## src/rtl/core/bis_pkg.sv

```systemverilog
// ----------------------------------------------------------------------------
// bis_pkg
// shared types and constants of the bilinear image scaler
// ----------------------------------------------------------------------------
package bis_pkg;

    // fixed field widths
    localparam int COORD_W    = 12;
    localparam int PIX_W      = 8;
    localparam int SIZE_W     = 10;
    localparam int STEP_W     = 26;
    localparam int STEP_BITS  = 16;
    localparam int PROD_W     = COORD_W + STEP_W;
    localparam int CFG_IDX_W  = 2;
    localparam int CFG_DATA_W = STEP_W;

    // parameter defaults
    localparam int DEF_MAX_WIDTH     = 512;
    localparam int DEF_MAX_HEIGHT    = 512;
    localparam int DEF_FRACTION_BITS = 8;

    // depth of the request queue between front and back
    localparam int QUEUE_DEPTH = 4;
    localparam int QCNT_W      = $clog2(QUEUE_DEPTH + 1);

    // register reset values
    localparam logic [SIZE_W-1:0] RST_SOURCE_SIZE = SIZE_W'(512);
    localparam logic [STEP_W-1:0] RST_STEP        = STEP_W'(65536);

    typedef enum logic [CFG_IDX_W-1:0] {
        CFG_SOURCE_WIDTH    = 2'd0,
        CFG_SOURCE_HEIGHT   = 2'd1,
        CFG_HORIZONTAL_STEP = 2'd2,
        CFG_VERTICAL_STEP   = 2'd3
    } t_cfg_reg;

    typedef enum logic {
        CMD_LOAD  = 1'b0,
        CMD_FETCH = 1'b1
    } t_command;

    typedef enum logic {
        BK_IDLE,
        BK_FETCH
    } t_back_state;

    // occupancy of the front pipeline
    typedef struct packed {
        logic s0_valid;
        logic s1_valid;
    } t_front_status;

endpackage

```

## src/rtl/core/bis_front.sv

```systemverilog
// ----------------------------------------------------------------------------
// bis_front
// takes requests, maps fetch coordinates to clamped source neighbours
// ----------------------------------------------------------------------------
module bis_front #(
    parameter int MAX_WIDTH     = bis_pkg::DEF_MAX_WIDTH,
    parameter int MAX_HEIGHT    = bis_pkg::DEF_MAX_HEIGHT,
    parameter int FRACTION_BITS = bis_pkg::DEF_FRACTION_BITS,
    parameter int OP_W          = 64
) (
    input  logic                         i_clk,
    input  logic                         i_rst_n,
    input  logic                         i_accept,
    input  logic                         i_command,
    input  logic [bis_pkg::COORD_W-1:0]  i_row,
    input  logic [bis_pkg::COORD_W-1:0]  i_column,
    input  logic [bis_pkg::PIX_W-1:0]    i_pixel_in,
    input  logic [bis_pkg::SIZE_W-1:0]   i_source_width,
    input  logic [bis_pkg::SIZE_W-1:0]   i_source_height,
    input  logic [bis_pkg::STEP_W-1:0]   i_horizontal_step,
    input  logic [bis_pkg::STEP_W-1:0]   i_vertical_step,
    output logic                         o_push,
    output logic [OP_W-1:0]              o_op,
    output bis_pkg::t_front_status       o_status
);

    import bis_pkg::*;

    localparam int RW     = $clog2(MAX_HEIGHT);
    localparam int CW     = $clog2(MAX_WIDTH);
    localparam int BASE_W = PROD_W - STEP_BITS;

    typedef struct packed {
        logic                     fetch;
        logic [RW-1:0]            r0;
        logic [RW-1:0]            r1;
        logic [CW-1:0]            c0;
        logic [CW-1:0]            c1;
        logic [FRACTION_BITS-1:0] a;
        logic [FRACTION_BITS-1:0] b;
        logic [PIX_W-1:0]         pix;
    } t_op;

    // last usable index of an axis, size zero counts as one
    function automatic logic [COORD_W-1:0] clamp_last(input logic [SIZE_W-1:0] size,
                                                      input int unsigned max_size);
        if (size == '0) begin
            return '0;
        end
        if (32'(size) > max_size) begin
            return COORD_W'(max_size - 1);
        end
        return COORD_W'(size) - COORD_W'(1);
    endfunction

    function automatic logic [BASE_W-1:0] lo_index(input logic [BASE_W-1:0] base,
                                                   input logic [BASE_W-1:0] last);
        return (base > last) ? last : base;
    endfunction

    function automatic logic [BASE_W-1:0] hi_index(input logic [BASE_W-1:0] base,
                                                   input logic [BASE_W-1:0] last);
        return (base >= last) ? last : base + BASE_W'(1);
    endfunction

    // stage 0: captured request
    logic                r_s0_valid;
    logic                r_s0_cmd;
    logic [COORD_W-1:0]  r_s0_row;
    logic [COORD_W-1:0]  r_s0_col;
    logic [PIX_W-1:0]    r_s0_pix;

    // stage 1: source positions
    logic                r_s1_valid;
    logic                r_s1_cmd;
    logic [COORD_W-1:0]  r_s1_row;
    logic [COORD_W-1:0]  r_s1_col;
    logic [PIX_W-1:0]    r_s1_pix;
    logic [PROD_W-1:0]   r_s1_vpos;
    logic [PROD_W-1:0]   r_s1_hpos;

    logic [BASE_W-1:0]   last_r;
    logic [BASE_W-1:0]   last_c;
    logic [BASE_W-1:0]   base_r;
    logic [BASE_W-1:0]   base_c;
    logic [BASE_W-1:0]   idx_r0;
    logic [BASE_W-1:0]   idx_r1;
    logic [BASE_W-1:0]   idx_c0;
    logic [BASE_W-1:0]   idx_c1;
    logic                in_range;
    t_op                 op;

    always_ff @(posedge i_clk) begin
        if (!i_rst_n) begin
            r_s0_valid <= 1'b0;
            r_s1_valid <= 1'b0;
        end else begin
            r_s0_valid <= i_accept;
            r_s1_valid <= r_s0_valid;
        end
    end

    always_ff @(posedge i_clk) begin
        if (i_accept) begin
            r_s0_cmd <= i_command;
            r_s0_row <= i_row;
            r_s0_col <= i_column;
            r_s0_pix <= i_pixel_in;
        end
        if (r_s0_valid) begin
            r_s1_cmd  <= r_s0_cmd;
            r_s1_row  <= r_s0_row;
            r_s1_col  <= r_s0_col;
            r_s1_pix  <= r_s0_pix;
            r_s1_vpos <= PROD_W'(r_s0_row) * PROD_W'(i_vertical_step);
            r_s1_hpos <= PROD_W'(r_s0_col) * PROD_W'(i_horizontal_step);
        end
    end

    always_comb begin
        last_r   = BASE_W'(clamp_last(i_source_height, MAX_HEIGHT));
        last_c   = BASE_W'(clamp_last(i_source_width, MAX_WIDTH));
        base_r   = r_s1_vpos[PROD_W-1:STEP_BITS];
        base_c   = r_s1_hpos[PROD_W-1:STEP_BITS];
        idx_r0   = lo_index(base_r, last_r);
        idx_r1   = hi_index(base_r, last_r);
        idx_c0   = lo_index(base_c, last_c);
        idx_c1   = hi_index(base_c, last_c);
        in_range = (32'(r_s1_row) < MAX_HEIGHT) && (32'(r_s1_col) < MAX_WIDTH);

        op = '0;
        if (r_s1_cmd == CMD_FETCH) begin
            op.fetch = 1'b1;
            op.r0    = idx_r0[RW-1:0];
            op.r1    = idx_r1[RW-1:0];
            op.c0    = idx_c0[CW-1:0];
            op.c1    = idx_c1[CW-1:0];
            op.a     = r_s1_vpos[STEP_BITS-1 -: FRACTION_BITS];
            op.b     = r_s1_hpos[STEP_BITS-1 -: FRACTION_BITS];
        end else begin
            op.r0  = r_s1_row[RW-1:0];
            op.c0  = r_s1_col[CW-1:0];
            op.pix = r_s1_pix;
        end
    end

    // loads outside the store are dropped here
    assign o_push            = r_s1_valid && ((r_s1_cmd == CMD_FETCH) || in_range);
    assign o_op              = op;
    assign o_status.s0_valid = r_s0_valid;
    assign o_status.s1_valid = r_s1_valid;

endmodule

```

## config.mk

```make
export PLATFORM = sky130hd
export DESIGN_NAME = bis_front
export DESIGN_NICKNAME = d
export VERILOG_FILES = /design/src/rtl/core/bis_pkg.sv /design/src/rtl/core/bis_front.sv
export SDC_FILE = /design/constraint.sdc
export NUM_CORES = 2
export LEC_CHECK = 0
export BUFFER_PORTS_ARGS = -buffer_cell sky130_fd_sc_hd__buf_4
export CAP_MARGIN = 40
export CELL_PAD_IN_SITES_DETAIL_PLACEMENT = 1
export CELL_PAD_IN_SITES_GLOBAL_PLACEMENT = 1
export CORE_ASPECT_RATIO = 0.5
export CORE_UTILIZATION = 45
export CTS_BUF_LIST = sky130_fd_sc_hd__clkbuf_4 sky130_fd_sc_hd__clkbuf_8
export CTS_CLUSTER_SIZE = 16
export DETAILED_ROUTE_END_ITERATION = 12
export PLACE_DENSITY = 0.86
export SYNTH_ARGS = -nofsm -noshare
export SYNTH_HDL_FRONTEND = slang
export SYNTH_SLANG_ARGS = --single-unit
```

## constraint.sdc

```tcl
create_clock -name i_clk -period 6.8 [get_ports i_clk]
set_clock_uncertainty 0.15 [all_clocks]
set_input_delay 1.36 -clock i_clk [delete_from_list [all_inputs] [get_ports i_clk]]
set_output_delay 1.36 -clock i_clk [all_outputs]
set_load 0.02 [all_outputs]
```

# After elaboration in Yosys (flattened, before gate mapping)

Cells that the tools add are included.

Register bits after elaboration: 144
Input bits: 108

Reductions and logical operators: 5
$add $sub $neg: 4
Multiplexer cells: 24
Multipliers: 2
Order comparisons: 8

Operators by type and width:

| cell                  | number |
|---|---|
| $mux 12               | 8 |
| $mul 12x26->38        | 2 |
| $mux 9                | 7 |
| $ge 22x12->1          | 2 |
| $gt 22x12->1          | 2 |
| $mux 25               | 1 |
| $lt 12x10->1 const B  | 2 |
| $sub 10x1->11 const B | 2 |
| $gt 10x10->1 const B  | 2 |
| $logic_not 10->1      | 2 |
| $add 9x1->9 const B   | 2 |
| $mux 8                | 1 |
| $mux 1                | 7 |
| $logic_and 1x1->1     | 2 |
| $logic_or 1x1->1      | 1 |

# Longest topological paths before layout

Depth after elaboration: 8
Mapped depth: 23
Mapped depth without buffers: 21

# Worst setup path before layout

OpenSTA, ideal clock, no wires.

Path kind: input port to flip-flop
Start point: in i_vertical_step[5] (netlist bit)
End point: reg r_s1_vpos[31] (data pin)
Path slack: 0.161 ns
Cell stages on the path: 20
Required time: 6.386 ns
Path buffers: 1
Arrival: 6.225 ns
Library setup time: 0.264 ns
Path through: clkbuf_1 -> nand2_1 -> fa_1 -> inv_1 -> fa_1 -> fa_1 -> fa_1 -> inv_1 -> fa_1 -> inv_1 -> ha_1 -> a21o_1 -> a21oi_1 -> o31ai_4 -> a211oi_2 -> o21ai_2 -> a21bo_2 -> a21o_1 -> a311oi_1 -> a21oi_1

Cells in the longest elaborated chain, start to end: 1

Ends and longest elaborated chain:

| what                 | RTL line         | source |
|---|---|---|
| start, declared      | bis_front.sv:21  | `input logic [bis_pkg::STEP_W-1:0] i_vertical_step,` |
| $mul 12x26->38       | bis_front.sv:115 | `r_s1_vpos <= PROD_W'(r_s0_row) * PROD_W'(i_vertical_step);` |
| end signal, assigned | bis_front.sv:115 |  |
| end, declared        | bis_front.sv:79  | `logic [PROD_W-1:0] r_s1_vpos;` |

No other way between the ends.
A chain may end at the register's enable or synchronous reset.

# Worst setup path in the final report

Start point: in i_source_height[3] (netlist bit)
End point: out o_op[52]

Cells in the longest elaborated chain, start to end: 8
Elaborated cells between the ends (all ways): 12

Ends and longest elaborated chain:

| what                 | RTL line         | source |
|---|---|---|
| start, declared      | bis_front.sv:19  | `input logic [bis_pkg::SIZE_W-1:0] i_source_height,` |
| $gt 10x10->1         | bis_front.sv:50  | `if (32'(size) > max_size) begin` |
| $mux 1 (2 in series) | bis_front.sv:50  |  |
| $mux 12              | bis_front.sv:53  | `return COORD_W'(size) - COORD_W'(1);` |
| $mux 12 (*)          | bis_front.sv:50  |  |
| $gt 22x12->1         | bis_front.sv:58  | `return (base > last) ? last : base;` |
| $mux 9 (*)           | bis_front.sv:58  |  |
| $mux 9 (*)           | bis_front.sv:132 | `if (r_s1_cmd == CMD_FETCH) begin` |
| end, declared        | bis_front.sv:23  | `output logic [OP_W-1:0] o_op,` |

Every way passes the cells marked *; elsewhere a longest branch is shown, timed or not. The select of a mux whose other input is x is not followed.

==> flow_summary.yaml <==
status:
  status: "finished, final reports clean"
cts:
  tritoncts: "built"
  ctsHoldBuffers: 0
  clk_pin_slew_worst_paths_ns: 0.08
  clock_latency_ns: 0.51
  cts_root_buf: "clkbuf_8"
  cts_buffer_depth: 2
  clock_sinks: 128
  htreeDepth: 4
  cts_buffers: 17
power_and_ir_drop:
  p_sw_w: 0.00812
  internal-power_w: 0.00759
  pwr-share-seq_pct: 12.6
  pwr-share-comb_pct: 82.7
  peakVddDrop_uv: 358
  leakage_nw: 13.5
  p_per_area_nw_per_um2: 578
  p_sw_share_pct: 51.7
  clkPwrFrac_pct: 4.7
routing:
  vias: 18700
  routed-wl-met2_mm: 39.0
  first_pass_iters: 5
  finalWirelength_mm: 72.2
  wl_met1_mm: 28.1
  routed.top_layer: "met4"
  wl_per_cell_um: 20.8
  final_antenna_net_count: 0
  vias_per_cell: 5.39
  drc: 0
  drt_iter0_drc: 1081
  dr_wl_met3_mm: 3.13
logic_synthesis:
  synth_edf_count: 126
  synth_top_area_share_pct: 39.2
  synthArstFlopShare_pct: 0
  synthTopCellsByArea: "fa_1 39%, edfxtp_1 15%, ha_1 8.8%"
  ys_seq_area_share_pct: 15.7
  synth_flop_cell: "edfxtp_1"
  syn_area_um2: 24400
  synth_seq_cells: 128
  ys_warn_count: 0
  synth_cells: 2619
  syn_avg_cell_area_um2: 9.32
  synth_area_leader_cell: "fa_1"
  ys_types: 72
cells_and_area:
  final_cell_mix: "546 x inv_1, 483 x nand2_1, 478 x fa_1, 242 x buf_4, 195 x and2_1"
  drive_gt1_share_pct: 11.6
  mostFrequentLayoutCell: "inv_1"
  final_cell_area_um2: 27200
  fin_nets: 3514
  syn_to_final_growth_pct: 11.3
  num-fill-cells: 6046
setup_path:
  regToRegStartpoint: "r_s0_col[8]$_DFFE_PP_"
  rrSetupSlack_ns: 0.42
  cp_max_fo: 6
  critPathLaunchType: "input pin"
  r2r-end: "r_s1_hpos[21]$_DFFE_PP_"
  crit_type: "input pin to primary output"
  crit_path_end_kind: "primary output"
  worstPathArrival_ns: 5.19
  cp.required_ns: 5.29
  rr_worst_depth: 21
floorplan:
  fp.dieW_um: 331
  std_cell_rows: 59
  die_h_um: 167
  die-area_um2: 55300
  start_util_pct: 46.3
  core_area_um2: 52800
  boundaryPins: 175
placement:
  placed_area_um2: 26600
  place.gp.congestion: 0.911
  dp_hpwl_mm: 58.9
  io_buffer_count: 171
global_route:
  grt_pass1_wl_mm: 117
  gr-total-overflow: 0
  grt_use_total_pct: 27.2
  grt_pass1_vias: 21900
  antenna_found_initial: 0
  grt_max_degree: 52
sta:
  worst_slew_pin_slew_ns: 0.963
  finalCritPeriodShare_pct: 98.5
  setup-violations-final: 0
  tns_ns: 0
  slew_headroom_pct: 35.8
  fmax_ghz: 0.149
  min_period_ns: 6.70
  finalHoldViolations: 0
  hold-worst-slack_ns: 0.275
  drv_slew: 0
flow_run:
  drv_cap: 0
hold_path:
  hold_path.class: "register to register"
  worstHoldEndpoint: "r_s1_pix[2]$_DFFE_PP_"
  whs_path_depth: 0
  min_from: "r_s0_pix[2]$_DFFE_PP_"
## power groups by stage
| stage | Combinational, W | Clock, W | Sequential [W] |
|---|---|---|---|
| finish | 0.0130 | 0.000740 | 0.00198 |
| global route | 0.0145 | 0.000776 | 0.00200 |
| CTS | 0.0130 | 0.000753 | 0.00198 |
| detailed placement | 0.0129 | 0 | 0.00199 |
| global placement | 0.0121 | 0 | 0.00198 |
| floorplan | 0.00898 | 0 | 0.00189 |
## logic make-up (layout without fill, tap and decap cells)
| kind of cell | Yosys count | in the layout | synth area share [%] |
|---|---|---|---|
| AOI/OAI and AO/OA | 205 | 205 | 5.75 |
| xor gates and xnor gates | 81 | 81 | 2.91 |
| adders and majority gates | 650 | 650 | 48.0 |
| buffers and inverters | 681 | 824 | 10.6 |
| DFF | 128 | 128 | 15.7 |
| muxes | 23 | 23 | 0.994 |
| other | 2 | 8 | 0.0308 |
| and+or+nand+nor | 849 | 849 | 16.0 |
## cell usage after synthesis, drive strengths merged, types with 8 or more instances
cell,count
mux2,10
nand4,9
and2,196
buf,14
nand3,19
xnor2,51
nand2,485
mux2i,13
a21o,32
a211oi,20
nor3,11
o21ai,22
clkbuf,118
nor2,76
a21oi,77
edfxtp,126
o31ai,8
nor2b,12
xor2,30
ha,172
inv,548
fa,478
## what timing repair did
action	CTS	global route
setup endpoints to repair	18	26
pin swaps	0	2
setup buffers	0	4
gates resized for setup	6	13
## per-stage QoR
step           utilization [%]  cells  setup WS, ns  power (W)
2_1_floorplan                -   2624         0.161     0.0109
3_3_place_gp              50.4   3432         0.132     0.0141
3_5_place_dp              50.5   3434        -0.164     0.0149
4_1_cts                   51.3   3464       0.00348     0.0158
5_1_grt                   51.5   3468       -0.0552     0.0173
6_report                  51.5   3469        0.0993     0.0157
## flip-flops by register name, indices dropped and copies added (netlist names)
signal      count
r_s0_col       12
r_s1_col       12
r_s1_row       12
r_s1_vpos      30
r_s0_cmd        1
r_s1_valid      1
r_s1_hpos      30
r_s0_row       12
r_s1_cmd        1
r_s1_pix        8
r_s0_valid      1
r_s0_pix        8
## layout make-up
cell class                      count  area (µm²)  share of cell area [%]
Antenna cell                        1        2.50                 0.00921
Clock buffer                       18         241                   0.889
Clock inverter                     12         161                   0.594
Inverter                          549        2060                    7.58
Multi-Input combinational cell   1815       18100                    66.7
Sequential cell                   128        3830                    14.1
Tap cell                          701         877                    3.23
Timing Repair Buffer              245        1880                    6.93
## critical path: stages
cell and delay, ns:
buf_4 0.12, or4_4 0.56, nor2_4 0.14, nand2_2 0.10, or3_4 0.36, and2_2 0.26, a21oi_2 0.21, ha_1 0.29
and4_1 0.21, nand4_1 0.17, o2111ai_1 0.17, a41oi_2 0.36, nor2_2 0.11, mux2_2 0.33, mux2_2 0.27, buf_4 0.16
## worst max-delay path by stage
stage / cells past startpoint / endpoint / from / slack (ns)
after floorplan: 20 / r_s1_vpos[31]$_DFFE_PP_ / i_vertical_step[5] / 0.16
after global placement: 20 / r_s1_hpos[34]$_DFFE_PP_ / i_horizontal_step[5] / 0.13
after detailed placement: 16 / o_op[29] / i_source_width[2] / -0.16
after CTS: 17 / o_op[52] / i_source_height[3] / 0.003
after global routing: 16 / o_op[47] / i_source_height[3] / -0.06
final: 16 / o_op[52] / i_source_height[3] / 0.1
## routing by layer
metal  global-route usage (%)  vias up
met5                        0        -
met3                     3.59      143
met4                     8.19        0
met1                     31.6     9888
li1                         -     8173
met2                     52.1      503
No activity file was read; power rests on OpenSTA's default activity.
