### src/rtl/core/bis_pkg.sv
// ----------------------------------------------------------------------------
// bis_pkg
// shared types and constants of the bilinear image scaler
// ----------------------------------------------------------------------------
package bis_pkg;

    // fixed field widths
    localparam int COORD_W    = 12;
    localparam int PIX_W      = 8;
    localparam int SIZE_W     = 10;
    localparam int STEP_W     = 26;
    localparam int STEP_BITS  = 16;
    localparam int PROD_W     = COORD_W + STEP_W;
    localparam int CFG_IDX_W  = 2;
    localparam int CFG_DATA_W = STEP_W;

    // parameter defaults
    localparam int DEF_MAX_WIDTH     = 512;
    localparam int DEF_MAX_HEIGHT    = 512;
    localparam int DEF_FRACTION_BITS = 8;

    // depth of the request queue between front and back
    localparam int QUEUE_DEPTH = 4;
    localparam int QCNT_W      = $clog2(QUEUE_DEPTH + 1);

    // register reset values
    localparam logic [SIZE_W-1:0] RST_SOURCE_SIZE = SIZE_W'(512);
    localparam logic [STEP_W-1:0] RST_STEP        = STEP_W'(65536);

    typedef enum logic [CFG_IDX_W-1:0] {
        CFG_SOURCE_WIDTH    = 2'd0,
        CFG_SOURCE_HEIGHT   = 2'd1,
        CFG_HORIZONTAL_STEP = 2'd2,
        CFG_VERTICAL_STEP   = 2'd3
    } t_cfg_reg;

    typedef enum logic {
        CMD_LOAD  = 1'b0,
        CMD_FETCH = 1'b1
    } t_command;

    typedef enum logic {
        BK_IDLE,
        BK_FETCH
    } t_back_state;

    // occupancy of the front pipeline
    typedef struct packed {
        logic s0_valid;
        logic s1_valid;
    } t_front_status;

endpackage

### src/rtl/core/bis_queue.sv
// ----------------------------------------------------------------------------
// bis_queue
// small request fifo between front and back
// ----------------------------------------------------------------------------
module bis_queue #(
    parameter int WIDTH = 64,
    parameter int DEPTH = bis_pkg::QUEUE_DEPTH
) (
    input  logic                       i_clk,
    input  logic                       i_rst_n,
    input  logic                       i_push,
    input  logic [WIDTH-1:0]           i_data,
    input  logic                       i_pop,
    output logic [WIDTH-1:0]           o_head,
    output logic                       o_empty,
    output logic [$clog2(DEPTH+1)-1:0] o_count
);

    localparam int PW = (DEPTH > 1) ? $clog2(DEPTH) : 1;
    localparam int CW = $clog2(DEPTH + 1);

    logic [WIDTH-1:0] r_mem [DEPTH];
    logic [PW-1:0]    r_wr_ptr;
    logic [PW-1:0]    r_rd_ptr;
    logic [CW-1:0]    r_count;
    logic             do_push;
    logic             do_pop;

    function automatic logic [PW-1:0] next_ptr(input logic [PW-1:0] ptr);
        return (32'(ptr) == DEPTH - 1) ? '0 : ptr + PW'(1);
    endfunction

    assign do_push = i_push && (32'(r_count) < DEPTH);
    assign do_pop  = i_pop && (r_count != '0);

    always_ff @(posedge i_clk) begin
        if (!i_rst_n) begin
            r_wr_ptr <= '0;
            r_rd_ptr <= '0;
            r_count  <= '0;
        end else begin
            if (do_push) begin
                r_wr_ptr <= next_ptr(r_wr_ptr);
            end
            if (do_pop) begin
                r_rd_ptr <= next_ptr(r_rd_ptr);
            end
            if (do_push && !do_pop) begin
                r_count <= r_count + CW'(1);
            end else if (do_pop && !do_push) begin
                r_count <= r_count - CW'(1);
            end
        end
    end

    always_ff @(posedge i_clk) begin
        if (do_push) begin
            r_mem[r_wr_ptr] <= i_data;
        end
    end

    assign o_head  = r_mem[r_rd_ptr];
    assign o_empty = (r_count == '0);
    assign o_count = r_count;

endmodule

### config.mk
export PLATFORM = sky130hd
export DESIGN_NAME = bis_queue
export DESIGN_NICKNAME = d
export VERILOG_FILES = /design/src/rtl/core/bis_pkg.sv /design/src/rtl/core/bis_queue.sv
export SDC_FILE = /design/constraint.sdc
export NUM_CORES = 1
export LEC_CHECK = 0
export ABC_AREA = 1
export BUFFER_PORTS_ARGS = -buffer_cell sky130_fd_sc_hd__clkbuf_2
export CORE_MARGIN = 3
export CORE_UTILIZATION = 45
export DETAILED_ROUTE_END_ITERATION = 10
export PLACE_DENSITY = 0.71
export SYNTH_ARGS = -nofsm -noshare
export SYNTH_HDL_FRONTEND = slang
export SYNTH_SLANG_ARGS = --single-unit
export TNS_END_PERCENT = 50
### constraint.sdc
create_clock -name i_clk -period 5.7 [get_ports i_clk]
set_input_delay 1.14 -clock i_clk [delete_from_list [all_inputs] [get_ports i_clk]]
set_output_delay 1.14 -clock i_clk [all_outputs]
set_load 0.02 [all_outputs]
==> Yosys cells after proc, flatten, opt, wreduce, memory -nomap -nowiden <==
Memories as Yosys holds them, arrays and structs flattened. A register that Yosys moved wholly into a read port is not among the register bits.
Index checks and enable logic that the tools add are counted.
{ "classes": {"muxes": 8, "n_reduce_logical": 9, "n_addsub": 4, "order_cmp": 1, "eq_ne": 2} }
{ "ops": {"columns": ["cell", "n"], "rows": [
  ["2-bit two-way mux", 4],
  ["3-bit two-way mux", 2],
  ["2-bit by 1-bit adder with 2-bit output (second input constant)", 2],
  ["2-bit == test (second input constant)", 2],
  ["1-bit logical AND", 4],
  ["3-bit by 1-bit adder with 3-bit output (second input constant)", 1],
  ["3-bit logical NOT", 1],
  ["3-bit < comparator (second input constant)", 1],
  ["3-bit nonzero test", 1],
  ["3-bit by 1-bit subtractor with 3-bit output (second input constant)", 1],
  ["1-bit logical NOT", 2],
  ["1-bit two-way mux", 2],
  ["2-bit nonzero test", 1]
]} }
{ "word_totals": {"n_memories": 1, "word_cells": 28, "output_inout_bits": 68, "mem_bits_rw": 256, "register_bits": 7, "inputBits": 68} }
{ "mem_list": {"columns": ["memory", "depth", "width", "read_ports", "rd_clocked_by_memory_dff", "write_ports", "line_no", "source"], "rows": [
  ["r_mem", 4, 64, 1, 1, 1, "bis_queue.sv:22", "logic [WIDTH-1:0] r_mem [DEPTH];"]
]} }

==> Longest topological paths before layout <==
Gate-level depths: netlist (run 1).
{ "logic_depth": {"depth_word": 6, "depth_mapped": 12} }

==> Worst setup path after synthesis (run 1) <==
No wires, ideal clock.
{ "synth_timing": {"kind": "input port to flip-flop", "start": "in i_push", "end": "mem r_mem[0][0], enable pin", "arrival_ps": 3971, "setup_slack_ps": 1243, "n_path_buf": 0, "stages": 2, "cell_sequence": "nand2_1 nor2_1"} }
{ "synth_via": {"elab_chain_cells": 3} }
{ "synth_lines": {"columns": ["element", "line_no", "source"], "rows": [
  ["start, declared", "bis_queue.sv:11", "input logic i_push,"],
  ["1-bit logical AND", "bis_queue.sv:33", "assign do_push = i_push && (32'(r_count) < DEPTH);"],
  ["1-bit two-way mux", "bis_queue.sv:57", "if (do_push) begin"],
  ["1-bit two-way mux (not written as such)", "bis_queue.sv:58", "r_mem[r_wr_ptr] <= i_data;"],
  ["end, declared", "bis_queue.sv:22", null]
]} }
Every way passes these cells.

==> results of run 1 <==
==> kinds of logic (layout without fill, tap and decap cells) <==
group	after synthesis	count (layout)	share of synthesized area, %
other	0	1	0
adders and majority gates	7	7	0.954
DFF	265	265	78.9
buffers and inverters	57	209	3.40
and+or+nand+nor	154	154	5.87
AOI/OAI and AO/OA	200	200	10.8
==> worst reg2reg max path, delay by kind of cell, from the launching register on <==
| family | cells | cell delay [ps] |
|---|---|---|
| buffers and inverters | 2 | 780 |
| flip-flops | 1 | 320 |
| AND/OR/NAND/NOR | 2 | 840 |
==> stage by stage <==
| stage | setup WS (ps) | instances |
|---|---|---|
| after floorplan | 1240 | 683 |
| after global placement | 2260 | 1061 |
| after detailed placement | 2210 | 1061 |
| after CTS | 1640 | 1110 |
| after global routing | 1470 | 1111 |
| final | 1710 | 1111 |
==> where the power goes <==
part	internal [mW]	switching, mW	leakage, nW
sequential	2.37	0.0792	2.42
clock	1.18	0.701	0.473
combinational	0.463	1.17	1.30
total	4.02	1.95	4.19
==> cells in the mapped netlist, drive strengths merged <==
master / number
fa: 1
o21ai: 132
clkinv: 1
nand2: 10
nand3b: 1
a21oi: 4
dfxtp: 9
nand3: 1
o22ai: 64
edfxtp: 256
buf: 20
clkbuf: 21
nor2: 141
nand4: 1
inv: 15
ha: 6
==> layer usage <==
layer  GRT usage, %  vias up  share of wire, %
met5              0        -             0.062
met4           5.63        2               2.7
met3           4.14       46               8.0
met2           27.0      209                47
met1           23.6     2885                42
li1               -     2831                 -
==> cell usage in the layout, fill, tap and decap left out, drive strengths merged <==
cell type	Yosys	layout
nand2	10	10
nand4	1	1
dfxtp	9	9
nand3b	1	1
nor2	141	141
o22ai	64	64
bufinv	0	7
ha	6	6
edfxtp	256	256
buf	20	9
fa	1	1
a21oi	4	4
o21ai	132	132
nand3	1	1
clkbuf	21	164
clkinv	1	11
inv	15	16
clkinvlp	0	2
diode	0	1
==> registers in the layout (all words and copies together) (netlist names), named ones only <==
name	flops
r_mem	256
o_count	3
r_rd_ptr	2
r_wr_ptr	2
==> worst min-delay path by stage <==
stage	endpoint	slack [ps]	cells past startpoint
final	o_count[0]$_SDFFE_PN0P_	520	1
after global routing	flop	560	2
after CTS	o_count[0]$_SDFFE_PN0P_	530	1
after detailed placement	o_count[0]$_SDFFE_PN0P_	520	1
after global placement	o_count[0]$_SDFFE_PN0P_	510	1
after floorplan	flop	480	2
==> area by class of cell <==
cell class / count / share of cell area, %
clock buffers: 29 / 5.80
flip-flops and latches: 265 / 66.8
well taps: 275 / 2.92
multi-input cells: 361 / 15.2
clock inverters: 20 / 2.36
inverters: 16 / 0.531
repair buffers: 144 / 6.31
diodes: 1 / 0.0212
==> flow_summary.toml, run 1 <==
[run_status]
run_status = "finished clean"

[floorplan]
die_y_um = 155
core_area_um2 = 21400
row_count = 53
dieArea_um2 = 24000
die_w_um = 155
pin_count = 136
start_util_pct = 46.5

[critical_path]
cp.required_ps = 4560
cp_top_family = "buffers and inverters"
reg2reg_slack_ps = 3360
path_cells = "inv_4 -> buf_4 -> o21ai_0 -> o22ai_1 -> clkbuf_2"
critPathCapture = "o_head[40]"
critPathArrivalTime_ps = 2850
crit_path_end_kind = "output port"
critical_path.startpoint_type = "flop"
crit_path_top_delay_cell = "inv_4"
r2r_start = "o_count[2]$_SDFFE_PN0P_"
slowest_delay_ps = 800
crit_buf_inv = 3
r2r-end = "r_mem[1][62]$_DFFE_PP_"
ff2ff_path_depth = 4
worstSetupPathType = "reg -> out"
worstPathMaxFanout = 100
cp_num_cells = 5

[timing]
fmaxAchievable_mhz = 251
period_share_pct = 69.9
skew_ps = 10.5
hold_viol_final = 0
tns_ps = 0
relSlewSlack_pct = 23.5
holdWs_ps = 520
slew_violations = 0
rsz0062_at_grt = "no"
period_needed_ps = 3990
tightest_slew_ps = 1150
setup_viol = 0

[global_route]
grt_pass1_vias = 5933
grt_antenna_before_repair = 2
overflow = 0
grt_max_degree = 101
grt_use_total_pct = 17.1
grt_first_pass_wirelength_um = 32500

[route]
detail-route-antenna-nets = 0
first_iter_violations = 479
wirelength_um = 20900
dr.pass1.iters = 5
wl_per_cell_um = 18.8
vias = 5973
drc_errors = 0
viasPerCell = 5.38

[job]
drv_cap = 0

[logic_synthesis]
synth_seq_cells = 265
syn-cell-area_um2 = 9970
synth_fp_nets = 758
synth.top_cell.area_share_pct = 77.1
yosysSeqAreaShare_pct = 78.9
synth_area_leader_cell = "edfxtp_1"
synth.distinct_cells = 21
syn_inst = 683
syn_area_per_cell_um2 = 14.6
ys.warnings.count = 0
synthTopCellsByArea = "edfxtp_1, nor2_1, o22ai_1, o21ai_0, o21ai_1"

[placement]
port_buffers = 135
place_hpwl_um = 12300
place.gp.congestion = 0.721
dpl-instance-area_um2 = 10800

[finish]
drive_above_1_share_pct = 23.6
fin_area_um2 = 11800
nNetsFinal = 890
fillers = 1731
area_delta_synth_final_pct = 18.1
final_util_pct = 55.0
seq_area_um2 = 7870
multi_input_area_um2 = 1790

[power]
irDropWorstVdd_v = 0.000278
power.density_nw_per_um2 = 507
finalPower_mw = 5.97
p_leak_nw = 4.19

[cts]
cts_tree = "done"
numCtsBuffers = 27
ctsHoldBuffers = 0
path_clk_slew_ps = 60
clock_path_buffers = 3
cts_resized = 0
postCtsSetupRepairBufs = 0
clock-sinks = 265
htreeDepth = 1
clock_latency_ps = 520
clk_root_buffer_cell = "clkbuf_16"

[worst_hold_path]
min_from = "o_count[0]$_SDFFE_PN0P_"
holdCritPathClass = "reg -> reg"
(Power assumes the default switching activity.)
==> run 2, diff against run 1 <==
--- a/config.mk
+++ b/config.mk
@@ -5,12 +5,12 @@
 export SDC_FILE = /design/constraint.sdc
 export NUM_CORES = 1
 export LEC_CHECK = 0
-export ABC_AREA = 1
+export ABC_AREA = 0
 export BUFFER_PORTS_ARGS = -buffer_cell sky130_fd_sc_hd__clkbuf_2
 export CORE_MARGIN = 3
 export CORE_UTILIZATION = 45
 export DETAILED_ROUTE_END_ITERATION = 10
-export PLACE_DENSITY = 0.71
+export PLACE_DENSITY = 0.74
 export SYNTH_ARGS = -nofsm -noshare
 export SYNTH_HDL_FRONTEND = slang
 export SYNTH_SLANG_ARGS = --single-unit
==> constraint.sdc (replaced) <==
create_clock -name i_clk -period 3.47 [get_ports i_clk]
set_input_delay 0.694 -clock i_clk [delete_from_list [all_inputs] [get_ports i_clk]]
set_output_delay 0.694 -clock i_clk [all_outputs]
set_load 0.02 [all_outputs]
==> run 2 against run 1 <==
  * Utilization decreased by 0.31 points
  * Synthesized cell count decreased by 44%
  * Non-clock buffer count unchanged
  * Sequential power increased by 63%
  * Via count decreased by 27%
  * Clock skew decreased by 4.5 ps
  * Register-to-register slack got worse by 2400 ps
  * Sequential share of layout area increased by 1.2 points
  * Sequential cell count unchanged
  * Cell area decreased by 1.8%
  * Worst setup slack got worse by 1100 ps
  * Critical path depth decreased by 2
==> flow_summary.toml, run 2 <==
[timing]
tightest_slew_ps = 712
relSlewSlack_pct = 52.1
hold_viol_final = 0
rsz0062_at_grt = "no"
holdWs_ps = 397
period_needed_ps = 2830
slew_violations = 0
setup_viol = 0
skew_ps = 5.96
period_share_pct = 81.7
tns_ps = 0
fmaxAchievable_mhz = 353

[route]
vias = 4356
detail-route-antenna-nets = 0
wirelength_um = 17100
wl_per_cell_um = 20.6
first_iter_violations = 265
dr.pass1.iters = 4
drc_errors = 0
viasPerCell = 5.25

[floorplan]
dieArea_um2 = 23500
pin_count = 136
core_area_um2 = 21200
die_y_um = 153
row_count = 53
start_util_pct = 46.2
die_w_um = 153

[run_status]
run_status = "finished clean"

[logic_synthesis]
syn_inst = 381
synth_top_flop_cell = "edfxtp_1"
yosysSeqAreaShare_pct = 80.5
synth_fp_nets = 456
yosysMostFrequentCell = "edfxtp_1"
synth_edf_count = 256
async_flop_share_pct = 0
synth.distinct_cells = 24
syn-cell-area_um2 = 9770
synth.top_cell.area_share_pct = 78.7
ys_top_cells_by_count = "edfxtp_1, mux4_2, dfxtp_1, buf_2"
synth_seq_cells = 265
syn_area_per_cell_um2 = 25.6
synth_area_leader_cell = "edfxtp_1"
synthTopCellsByArea = "edfxtp_1, mux4_2, dfxtp_1, buf_12, mux4_1"
ys.warnings.count = 0

[global_route]
grt_busiest_layer = "met2"
use_met1_pct = 20.1
grt_max_degree = 40
grt_first_pass_wirelength_um = 27000
grt_use_total_pct = 14.6
overflow = 0
gr-usage-met3_pct = 4.02
groute.layer.met2.usage_pct = 23.6
grt_antenna_before_repair = 0
grt_pass1_vias = 4795

[power]
p_leak_nw = 3.91
irDropWorstVdd_v = 0.000419
finalPower_mw = 8.58
power.density_nw_per_um2 = 742

[finish]
area_delta_synth_final_pct = 18.4
nNetsFinal = 613
diodes = 0
largest_register_ffs = 256
final_cell_mix = "edfxtp_1, clkbuf_2, mux4_2, clkbuf_16, dfxtp_1"
layout_commonest_cell = "edfxtp_1"
drive_above_1_share_pct = 44.1
regMostFlops = "r_mem"

[critical_path]
critPathArrivalTime_ps = 2140
crit_path_top_delay_cell = "mux4_1"
ff2ff_path_depth = 7
worstPathMaxFanout = 18
critical_path.startpoint_type = "flop"
cp_top_family = "multiplexers"
worstSetupPathType = "reg -> out"
crit_buf_inv = 2
cp.required_ps = 2780
path_cells = "buf_4 -> mux4_1 -> clkbuf_2"
r2r_start = "o_count[0]$_SDFFE_PN0P_"
reg2reg_slack_ps = 920
slowest_delay_ps = 600
crit_path_end_kind = "output port"
r2r-end = "o_count[2]$_SDFFE_PN0P_"

[placement]
place.gp.congestion = 0.722
port_buffers = 135
place_hpwl_um = 10400

[worst_hold_path]
min_to = "r_mem[2][37]$_DFFE_PP_"
min_from = "i_data[37]"
holdCritPathClass = "in -> reg"
hold_path_depth = 1

[cts]
htreeDepth = 1
postCtsSetupRepairBufs = 0
path_clk_slew_ps = 60
numCtsBuffers = 26
clk_root_buffer_cell = "clkbuf_16"
clock-sinks = 265
clock_path_buffers = 3
clock_latency_ps = 510
ctsHoldBuffers = 0
cts_tree = "done"
cts_resized = 0

[job]
drv_cap = 0
run 2: cell count changes in the layout (fill, tap and decap cells not counted), sizes merged, moves of 2 or more:
cell	delta
nor2	-139
bufinv	-6
clkinv	-2
nor2b	+4
inv	-13
mux2i	+3
a21oi	-4
nand2	-8
o22ai	-64
clkbuf	+3
and2	+5
mux4	+64
o21ai	-129
run 2: area by class of cell:
class	count	area [µm²]
Tap cell	275	344
Clock inverter	13	91.3
Multi-Input combinational cell	98	1730
Fill cell	1607	9590
Sequential cell	265	7880
Inverter	3	11.3
Timing Repair Buffer	144	818
Clock buffer	32	694
run 2: how the worst max path moves through the flow:
stage                                          to  cells after the start   start
after floorplan             r_mem[0][0]$_DFFE_PP_                      3  i_push
after global placement    o_count[2]$_SDFFE_PN0P_                      8  i_push
after detailed placement  o_count[2]$_SDFFE_PN0P_                      8  i_push
after CTS                              o_head[51]                      3    flop
after global routing                   o_head[51]                      3    flop
final                                  o_head[51]                      3    flop
run 2: worst reg2reg max path, cell delays in order, from the launching register on:
cell and delay [ps]:
dfxtp_1 370, o31ai_1 650, ha_1 320, inv_1 70
fa_1 380, xor2_1 170, or3_1 320, a21boi_0 200
run 2: stage by stage:
stage	instances	util (%)	cell area (µm²)	worst slack, ps
3_3_place_gp	785	51.0	10800	859
4_1_cts	830	54.7	11600	566
2_1_floorplan	381	-	9770	550
5_1_grt	830	54.7	11600	494
6_report	830	54.7	11600	637
3_5_place_dp	785	51.0	10800	645
run 2: cell families (layout without fill, tap and decap cells):
kind of cell,count (synthesis),in the layout,share of synthesized area (%)
AO/OA/AOI/OAI,5,5,0.307
buffers and inverters,18,192,1.87
adder cells (fa/ha/maj),7,7,0.973
flip-flops,265,265,80.5
multiplexers,67,67,15.2
AND/OR/NAND/NOR,17,17,0.948
XOR/XNOR,2,2,0.179
run 2: per-layer routing:
layer / vias to the layer above / part of all wire, %
met4: 0 / 1.4
met1: 2252 / 42
met2: 137 / 49
li1: 1946 / -
met5: - / 0
met3: 21 / 7.4
run 2: power by group:
part | internal, mW | switching (mW)
Clock | 1.49 | 1.07
Sequential | 3.86 | 0.135
Combinational | 0.865 | 1.16
